==> config.mk <==
export PLATFORM = sky130hd
export DESIGN_NAME = content_length_deframer
export DESIGN_NICKNAME = d
export VERILOG_FILES = /design/src/rtl/cld_pkg.sv /design/src/rtl/content_length_deframer.sv /design/src/rtl/cld_front.sv /design/src/rtl/cld_queue.sv /design/src/rtl/cld_back.sv
export SDC_FILE = /design/constraint.sdc
export NUM_CORES = 1
export LEC_CHECK = 0
export BUFFER_PORTS_ARGS = -buffer_cell sky130_fd_sc_hd__buf_2
export CAP_MARGIN = 20
export CORE_UTILIZATION = 60
export CTS_CLUSTER_DIAMETER = 150
export DETAILED_ROUTE_END_ITERATION = 7
export PLACE_DENSITY = 0.87
export SYNTH_ARGS = -nofsm -noshare
export SYNTH_HDL_FRONTEND = slang
export SYNTH_HIERARCHICAL = 1
export SYNTH_SLANG_ARGS = --single-unit
export TNS_END_PERCENT = 30
==> constraint.sdc <==
create_clock -name clk_i -period 9.7 [get_ports clk_i]
set_input_delay 1.455 -clock clk_i [delete_from_list [all_inputs] [get_ports clk_i]]
set_output_delay 1.455 -clock clk_i [all_outputs]
set_load 0.03 [all_outputs]
==> src/rtl/cld_pkg.sv <==
// Shared types and constants of the Content-Length deframer.
// Holds the header text table, separator codes and the body beat type.
// No dependencies.
package cld_pkg;

  localparam int unsigned HDR_LEN       = 15;
  localparam int unsigned PAYLOAD_LEN_W = 24;
  localparam int unsigned QUEUE_DEPTH   = 2;
  localparam int unsigned QPTR_W        = 1;
  localparam int unsigned QCNT_W        = 2;

  localparam logic [7:0] CHAR_CR    = 8'h0d;
  localparam logic [7:0] CHAR_LF    = 8'h0a;
  localparam logic [7:0] CHAR_SPACE = 8'h20;
  localparam logic [7:0] CHAR_TAB   = 8'h09;
  localparam logic [7:0] CHAR_ZERO  = 8'h30;
  localparam logic [7:0] CHAR_NINE  = 8'h39;

  typedef enum logic [4:0] {
    MODE_HUNT  = 5'b00001,
    MODE_BLANK = 5'b00010,
    MODE_DIGIT = 5'b00100,
    MODE_SEP   = 5'b01000,
    MODE_BODY  = 5'b10000
  } mode_e;

  typedef struct packed {
    logic [7:0]               data;
    logic                     last;
    logic [PAYLOAD_LEN_W-1:0] length;
  } beat_t;

  // Header text "Content-Length:", one character per index.
  function automatic logic [7:0] hdr_char(input logic [3:0] idx);
    logic [7:0] c;
    unique case (idx)
      4'd0:    c = "C";
      4'd1:    c = "o";
      4'd2:    c = "n";
      4'd3:    c = "t";
      4'd4:    c = "e";
      4'd5:    c = "n";
      4'd6:    c = "t";
      4'd7:    c = "-";
      4'd8:    c = "L";
      4'd9:    c = "e";
      4'd10:   c = "n";
      4'd11:   c = "g";
      4'd12:   c = "t";
      4'd13:   c = "h";
      4'd14:   c = ":";
      default: c = 8'h00;
    endcase
    return c;
  endfunction

endpackage

==> src/rtl/content_length_deframer.sv <==
// Content-Length message deframer, top level.
// Instantiates cld_front, cld_queue and cld_back; uses cld_pkg.
//
// One received byte is taken per cycle on the in_* channel while in_ready_o
// is high. The parser hunts for "Content-Length:", skips spaces and tabs,
// gathers a decimal length of up to LEN_BITS bits, expects CR LF CR LF and
// then forwards exactly that many body bytes on the out_* channel, one beat
// per byte, with last_byte_o on the final one and payload_length_o carrying
// the decoded length (low 24 bits). A zero length, a wrong separator byte or
// a length overflow drops back to the hunt; the offending byte is examined
// again as a header start. Rate: one byte per cycle sustained while
// in_ready_o is high; every parser decision is a registered state update.
// Body beats pass through a two-entry queue and an output register: a beat
// enters the queue at the edge that accepts its byte and moves on to the
// output register when that is empty or being drained. in_ready_o falls only
// when the queue is full, which happens only after out_ready_i was held low.
module content_length_deframer #(
  parameter int unsigned LEN_BITS = 24
) (
  input  logic        clk_i,
  input  logic        rst_ni,
  input  logic        in_valid_i,
  output logic        in_ready_o,
  input  logic [7:0]  in_byte_i,
  output logic        out_valid_o,
  input  logic        out_ready_i,
  output logic [7:0]  payload_byte_o,
  output logic        last_byte_o,
  output logic [23:0] payload_length_o
);

  logic           in_accept;
  logic           push;
  logic           pop;
  logic           q_full;
  logic           q_valid;
  cld_pkg::beat_t front_beat;
  cld_pkg::beat_t q_beat;
  cld_pkg::beat_t out_beat;

  // Take a byte whenever the queue has room; non-body bytes only update state.
  assign in_ready_o = !q_full;
  assign in_accept  = in_valid_i && in_ready_o;

  cld_front #(
    .LEN_BITS (LEN_BITS)
  ) u_front (
    .clk_i    (clk_i),
    .rst_ni   (rst_ni),
    .accept_i (in_accept),
    .byte_i   (in_byte_i),
    .push_o   (push),
    .beat_o   (front_beat)
  );

  cld_queue u_queue (
    .clk_i   (clk_i),
    .rst_ni  (rst_ni),
    .push_i  (push),
    .beat_i  (front_beat),
    .pop_i   (pop),
    .full_o  (q_full),
    .valid_o (q_valid),
    .beat_o  (q_beat)
  );

  cld_back u_back (
    .clk_i       (clk_i),
    .rst_ni      (rst_ni),
    .q_valid_i   (q_valid),
    .q_beat_i    (q_beat),
    .pop_o       (pop),
    .out_ready_i (out_ready_i),
    .out_valid_o (out_valid_o),
    .out_beat_o  (out_beat)
  );

  // Drive the body beat fields as ports of their own.
  assign payload_byte_o   = out_beat.data;
  assign last_byte_o      = out_beat.last;
  assign payload_length_o = out_beat.length;

endmodule

==> src/rtl/cld_front.sv <==
// Front end of the deframer: header hunt, length parse, separator match.
// Pushes one beat per body byte into the queue. Uses cld_pkg.
module cld_front #(
  parameter int unsigned LEN_BITS = 24
) (
  input  logic          clk_i,
  input  logic          rst_ni,
  input  logic          accept_i,
  input  logic [7:0]    byte_i,
  output logic          push_o,
  output cld_pkg::beat_t beat_o
);

  localparam logic [3:0] HDR_LAST = 4'(cld_pkg::HDR_LEN - 1);
  localparam int unsigned PAYLOAD_PAD = cld_pkg::PAYLOAD_LEN_W;

  cld_pkg::mode_e      mode_q, mode_d;
  logic [3:0]          pos_q, pos_d;
  logic [LEN_BITS-1:0] acc_q, acc_d;
  logic [LEN_BITS-1:0] rem_q, rem_d;

  logic [LEN_BITS+3:0] acc_x10;
  logic                is_digit;
  logic                is_blank;
  logic                ovf;
  logic                last;
  logic                restart;
  logic [3:0]          hunt_p;
  logic [4:0]          hunt_cur;
  logic [4:0]          hunt_zero;
  logic [LEN_BITS+PAYLOAD_PAD-1:0] acc_ext;

  // Bit 4: header complete; bits 3:0: next match position.
  function automatic logic [4:0] hunt_next(input logic [7:0] b, input logic [3:0] p);
    logic [4:0] r;
    if (b == cld_pkg::hdr_char(p)) begin
      if (p == HDR_LAST) begin
        r = 5'b10000;
      end else begin
        r = {1'b0, p + 4'd1};
      end
    end else begin
      r = {1'b0, 3'd0, (b == cld_pkg::hdr_char(4'd0))};
    end
    return r;
  endfunction

  assign is_digit = (byte_i >= cld_pkg::CHAR_ZERO) && (byte_i <= cld_pkg::CHAR_NINE);
  assign is_blank = (byte_i == cld_pkg::CHAR_SPACE) || (byte_i == cld_pkg::CHAR_TAB);
  assign acc_x10  = ({4'd0, acc_q} << 3) + ({4'd0, acc_q} << 1)
                  + {{LEN_BITS{1'b0}}, byte_i[3:0]};
  assign ovf      = |acc_x10[LEN_BITS+3:LEN_BITS];
  assign last     = (rem_q <= LEN_BITS'(1));

  assign hunt_p    = ((mode_q == cld_pkg::MODE_HUNT) && (pos_q <= HDR_LAST)) ? pos_q : 4'd0;
  assign hunt_cur  = hunt_next(byte_i, hunt_p);
  assign hunt_zero = hunt_next(byte_i, 4'd0);

  always_comb begin
    mode_d  = mode_q;
    pos_d   = pos_q;
    acc_d   = acc_q;
    rem_d   = rem_q;
    push_o  = 1'b0;
    restart = 1'b0;
    if (accept_i) begin
      unique case (mode_q)
        cld_pkg::MODE_BODY: begin
          push_o = 1'b1;
          if (last) begin
            rem_d  = '0;
            mode_d = cld_pkg::MODE_HUNT;
            pos_d  = 4'd0;
          end else begin
            rem_d = rem_q - LEN_BITS'(1);
          end
        end
        cld_pkg::MODE_SEP: begin
          if (byte_i == (pos_q[0] ? cld_pkg::CHAR_LF : cld_pkg::CHAR_CR)) begin
            if (pos_q[1:0] == 2'd3) begin
              mode_d = cld_pkg::MODE_BODY;
              rem_d  = acc_q;
              pos_d  = 4'd0;
            end else begin
              pos_d = {2'd0, pos_q[1:0] + 2'd1};
            end
          end else begin
            restart = 1'b1;
          end
        end
        cld_pkg::MODE_BLANK, cld_pkg::MODE_DIGIT: begin
          if (!((mode_q == cld_pkg::MODE_BLANK) && is_blank)) begin
            mode_d = cld_pkg::MODE_DIGIT;
            if (is_digit) begin
              if (ovf) begin
                restart = 1'b1;
              end else begin
                acc_d = acc_x10[LEN_BITS-1:0];
              end
            end else if (acc_q == '0) begin
              restart = 1'b1;
            end else if (byte_i == cld_pkg::CHAR_CR) begin
              // first separator byte seen right after the digits
              mode_d = cld_pkg::MODE_SEP;
              pos_d  = 4'd1;
            end else begin
              restart = 1'b1;
            end
          end
        end
        default: begin
          mode_d = hunt_cur[4] ? cld_pkg::MODE_BLANK : cld_pkg::MODE_HUNT;
          pos_d  = hunt_cur[3:0];
          if (hunt_cur[4]) begin
            acc_d = '0;
          end
        end
      endcase
      // re-examine the offending byte as the start of a header
      if (restart) begin
        mode_d = hunt_zero[4] ? cld_pkg::MODE_BLANK : cld_pkg::MODE_HUNT;
        pos_d  = hunt_zero[3:0];
        if (hunt_zero[4]) begin
          acc_d = '0;
        end
      end
    end
  end

  assign acc_ext = {{PAYLOAD_PAD{1'b0}}, acc_q};

  assign beat_o.data   = byte_i;
  assign beat_o.last   = last;
  assign beat_o.length = acc_ext[cld_pkg::PAYLOAD_LEN_W-1:0];

  always_ff @(posedge clk_i or negedge rst_ni) begin
    if (!rst_ni) begin
      mode_q <= cld_pkg::MODE_HUNT;
      pos_q  <= 4'd0;
      acc_q  <= '0;
      rem_q  <= '0;
    end else begin
      mode_q <= mode_d;
      pos_q  <= pos_d;
      acc_q  <= acc_d;
      rem_q  <= rem_d;
    end
  end

endmodule

==> src/rtl/cld_queue.sv <==
// Two-entry beat queue between the parser and the output stage.
// Uses cld_pkg for the beat type and depth.
module cld_queue (
  input  logic           clk_i,
  input  logic           rst_ni,
  input  logic           push_i,
  input  cld_pkg::beat_t beat_i,
  input  logic           pop_i,
  output logic           full_o,
  output logic           valid_o,
  output cld_pkg::beat_t beat_o
);

  cld_pkg::beat_t            mem_q [cld_pkg::QUEUE_DEPTH];
  logic [cld_pkg::QPTR_W-1:0] wr_ptr_q, rd_ptr_q;
  logic [cld_pkg::QCNT_W-1:0] count_q;

  assign full_o  = (count_q == cld_pkg::QCNT_W'(cld_pkg::QUEUE_DEPTH));
  assign valid_o = (count_q != '0);
  assign beat_o  = mem_q[rd_ptr_q];

  always_ff @(posedge clk_i) begin
    if (push_i) begin
      mem_q[wr_ptr_q] <= beat_i;
    end
  end

  always_ff @(posedge clk_i or negedge rst_ni) begin
    if (!rst_ni) begin
      wr_ptr_q <= '0;
      rd_ptr_q <= '0;
      count_q  <= '0;
    end else begin
      if (push_i) begin
        wr_ptr_q <= wr_ptr_q + 1'b1;
      end
      if (pop_i) begin
        rd_ptr_q <= rd_ptr_q + 1'b1;
      end
      unique case ({push_i, pop_i})
        2'b10:   count_q <= count_q + cld_pkg::QCNT_W'(1);
        2'b01:   count_q <= count_q - cld_pkg::QCNT_W'(1);
        default: count_q <= count_q;
      endcase
    end
  end

endmodule

==> src/rtl/cld_back.sv <==
// Output stage: holds one body beat for the downstream consumer.
// Pops the queue whenever the register is empty or being drained. Uses cld_pkg.
module cld_back (
  input  logic           clk_i,
  input  logic           rst_ni,
  input  logic           q_valid_i,
  input  cld_pkg::beat_t q_beat_i,
  output logic           pop_o,
  input  logic           out_ready_i,
  output logic           out_valid_o,
  output cld_pkg::beat_t out_beat_o
);

  logic           valid_q;
  cld_pkg::beat_t beat_q;

  assign pop_o       = q_valid_i && (!valid_q || out_ready_i);
  assign out_valid_o = valid_q;
  assign out_beat_o  = beat_q;

  always_ff @(posedge clk_i) begin
    if (pop_o) begin
      beat_q <= q_beat_i;
    end
  end

  always_ff @(posedge clk_i or negedge rst_ni) begin
    if (!rst_ni) begin
      valid_q <= 1'b0;
    end else if (pop_o) begin
      valid_q <= 1'b1;
    end else if (out_ready_i) begin
      valid_q <= 1'b0;
    end
  end

endmodule

==> reports/summary.txt <==
Outcome: complete, no violations
R2R cell count: 15
Slew @ Worst Pin: 1.138 ns
Busiest layer in global routing: met2
Reg-to-reg startpoint: u_front/pos_q[0]
Critical path peak fanout: 24
Clock root cell: clkbuf_16
Rows: 45
Cell variety after synth: 86
Post-layout minimum cycle time: 5.529 ns
# Post-CTS Setup Buffers: 0
Ys flop type: edfxtp_1
# port buffers: 46
F_max: 0.1809 GHz
Max-cap violation count: 0
Gr ovfl total: 0
Syn-to-layout area delta: 8.091%
DRC errors left: 0
RSZ-0062 raised after global routing: no
Slew headroom: 0.2385
DRT iter0 DRCs: 905
Setup CP Type: flop to flop
Syn Area/Cell: 11.54 um2
Fill cells: 1072
Lkg Pwr: 4.162 nW
Via Count: 6912
Antenna violations before repair: 0
Final hold vios: 0
CTS Sinks: 161
Count of flip-flops with a built-in enable after synthesis: 99
VDD IR max: 192.7 uV
CP max stage delay: 0.88 ns
Cell count after synthesis: 815
DR pass1 iterations: 5
Grt met2 use: 0.4292
Hold endpoint: u_queue/count_q[1]
Final Cycle Share: 0.5700
CTS buffer count: 17
Most used cell, CP: ha_1
Pwr dens: 198.2 nW/um2
Area contributors post-synth: edfxtp_1, dfrtp_1, ha_1, mux2_4, o21ai_0
Worst-case clock skew: 0.007533 ns
Post-synthesis net count: 885
Commonest non-fill, non-tap cells in the layout: edfxtp_1, o21ai_0, dfrtp_1
Die area: 16170 um2
Routability Congestion: 0.9052
CP Data Arrival Time: 5.84 ns
Multi-input logic area: 4394 um2
Top cell type's share of synthesized area: 0.3162
Startpoint Class: flop
Clock Path Buffers: 2
Ant diodes: 0
M1 GR Usage: 0.3414
R2R Setup Slk: 4.17 ns
H-tree levels: 4
Number of global-route vias before repair: 6572
Core region area: 15260 um2
Register Area: 4527 um2
Sequential area share after synthesis: 0.4814
Reg2Reg Capture Point: u_front/acc_q[3]
CTS tree: yes
Post-DRT Antenna Nets: 0
Wire per inst: 19.31 um
Die Span X: 127.2 um
Io pins: 47
#FFs+latches synth: 161
Largest net degree at the start of global routing: 63
M3 GR Usage: 0.04941
# setup viols final: 0
Detailed Place HPWL: 13490 um
CP required: 10.01 ns
Initial Util: 0.6162
WL final: 20540 um
Slowest stage cell on the critical path: a21boi_4
Die Y: 127.2 um
Crit end category: flop
Commonest non-fill, non-tap cell in the layout: edfxtp_1
Synth Cell Area: 9402 um2
GRT Util Overall: 0.2605
Max-slew violations: 0
First-pass GRT wire length: 32640 um
Crit path cell chain: inv_1, ha_1, and4b_1, nor3_1, nand2_1, inv_1, ha_1, ha_1, a41oi_1, or3_1, a2111o_1, nor4_4, nand2_2, a21boi_4, mux2_2
Share of cells above drive strength 1: 0.1958
Post-CTS Resized: 0
Nets: 910
Hold Crit Depth: 1
DR vias/cell: 6.496
Warnings from Yosys: 6
Insertion delay to the later sink of the worst-skew pair: 0.43 ns
Top cell type by total area after synthesis: edfxtp_1
Clk pin slew, worst setup/hold paths: 0.06 ns
Setup tns final: 0 ns
Tot Pwr: 2.014 mW
Post-CTS Hold Buffers: 0
Ys async rst share: 0.3851
Hold WC Path Type: flop to flop
Hold wc startpoint: u_queue/count_q[1]
[how the worst max path moves through the flow]
stage                                 from                 to  slack [ns]  depth (start not counted)
after floorplan               in_byte_i[3]  u_front/acc_q[10]        4.80                         14
after global placement        in_byte_i[3]   u_front/acc_q[6]        3.88                         14
after detailed placement      in_byte_i[3]   u_front/acc_q[6]        3.79                         14
after CTS                     in_byte_i[3]   u_front/acc_q[3]        4.20                         14
after global routing      u_front/pos_q[0]   u_front/acc_q[3]        3.92                         15
final                     u_front/pos_q[0]   u_front/acc_q[3]        4.17                         15
[critical path: cells and delay by family, from the launching register on]
| family | cells | cell delay, ns |
|---|---|---|
| mux | 1 | 0.42 |
| simple gates | 6 | 1.97 |
| compound gates | 3 | 1.40 |
| flops | 1 | 0.54 |
| buf+inv | 2 | 0.33 |
| fa+ha+maj | 3 | 0.74 |
[where the power goes]
part / switching [mW] / leakage, nW / total [mW] / internal [mW]
Combinational: 0.270 / 2.22 / 0.472 / 0.202
Clock: 0.285 / 0.263 / 0.650 / 0.364
Sequential: 0.0724 / 1.68 / 0.893 / 0.820
[Yosys cell counts, types with 3 or more instances]
| library cell | number |
|---|---|
| ha_1 | 56 |
| nand3b_1 | 3 |
| a41oi_1 | 3 |
| inv_1 | 30 |
| a22oi_1 | 6 |
| or3_1 | 7 |
| mux2i_1 | 4 |
| o22ai_1 | 4 |
| mux2_2 | 10 |
| edfxtp_1 | 99 |
| xor2_1 | 10 |
| clkbuf_8 | 3 |
| nor2b_1 | 7 |
| nor2_1 | 47 |
| clkbuf_1 | 22 |
| o21ai_0 | 62 |
| buf_4 | 9 |
| nor3b_1 | 6 |
| a211oi_1 | 4 |
| and2_1 | 11 |
| a21o_1 | 11 |
| nand3_1 | 9 |
| dfrtp_1 | 61 |
| buf_12 | 6 |
| nand2_1 | 50 |
| and3_2 | 3 |
| o2111ai_1 | 4 |
| a32oi_1 | 12 |
| nor4_1 | 12 |
| nand4_1 | 4 |
| and3_1 | 6 |
| mux2_4 | 44 |
| o21a_1 | 7 |
| a31oi_1 | 12 |
| buf_6 | 3 |
| nor3_1 | 29 |
| o211ai_1 | 9 |
| a211o_1 | 3 |
| nand2b_1 | 7 |
| a21oi_1 | 47 |
| xnor2_1 | 11 |
[flip-flops by register name, summed over array words and instances (netlist names)]
signal / count
u_front/pos_q: 4
u_queue/wr_ptr_q: 1
u_queue/rd_ptr_q: 1
u_queue/mem_q: 66
u_back/out_beat_o: 33
u_back/out_valid_o: 1
u_queue/count_q: 2
u_front/mode_q: 5
u_front/rem_q: 24
u_front/acc_q: 24
[cell type report]
cell class | instances | area share
clock buffer | 19 | 0.04359
clock inverter | 13 | 0.01244
inverter | 30 | 0.01108
multi-input combinational | 578 | 0.4324
sequential | 161 | 0.4455
tap | 211 | 0.02598
timing repair buffer | 52 | 0.02906
[per-layer routing]
metal	vias up	part of all wire
li1	3130	-
met1	3348	0.42
met2	377	0.49
met3	57	0.070
met4	0	0.026
met5	-	0
[kinds of logic (layout without fill, tap and decap cells)]
family / Yosys count / in the layout / synth area share
and+or+nand+nor: 224 / 224 / 0.1284
AOI/OAI and AO/OA: 217 / 217 / 0.1538
DFF: 161 / 161 / 0.4814
buffers and inverters: 76 / 114 / 0.05150
adders and majority gates: 58 / 58 / 0.07879
muxes: 58 / 58 / 0.08651
xor gates and xnor gates: 21 / 21 / 0.01956
[per-stage QoR]
step / utilization / area [um2] / setup slack (ns) / hold slack (ns) / cells
finish: 0.6660 / 10160 / 4.171 / 0.4905 / 1064
global route: 0.6660 / 10160 / 3.919 / 0.5281 / 1064
CTS: 0.6642 / 10130 / 4.201 / 0.4942 / 1063
detailed placement: 0.6269 / 9565 / 3.786 / 0.4713 / 1031
global placement: 0.6269 / 9565 / 3.875 / 0.4749 / 1031
floorplan: - / 9402 / 4.797 / 0.4474 / 815
No activity file was read; power rests on OpenSTA's default activity.
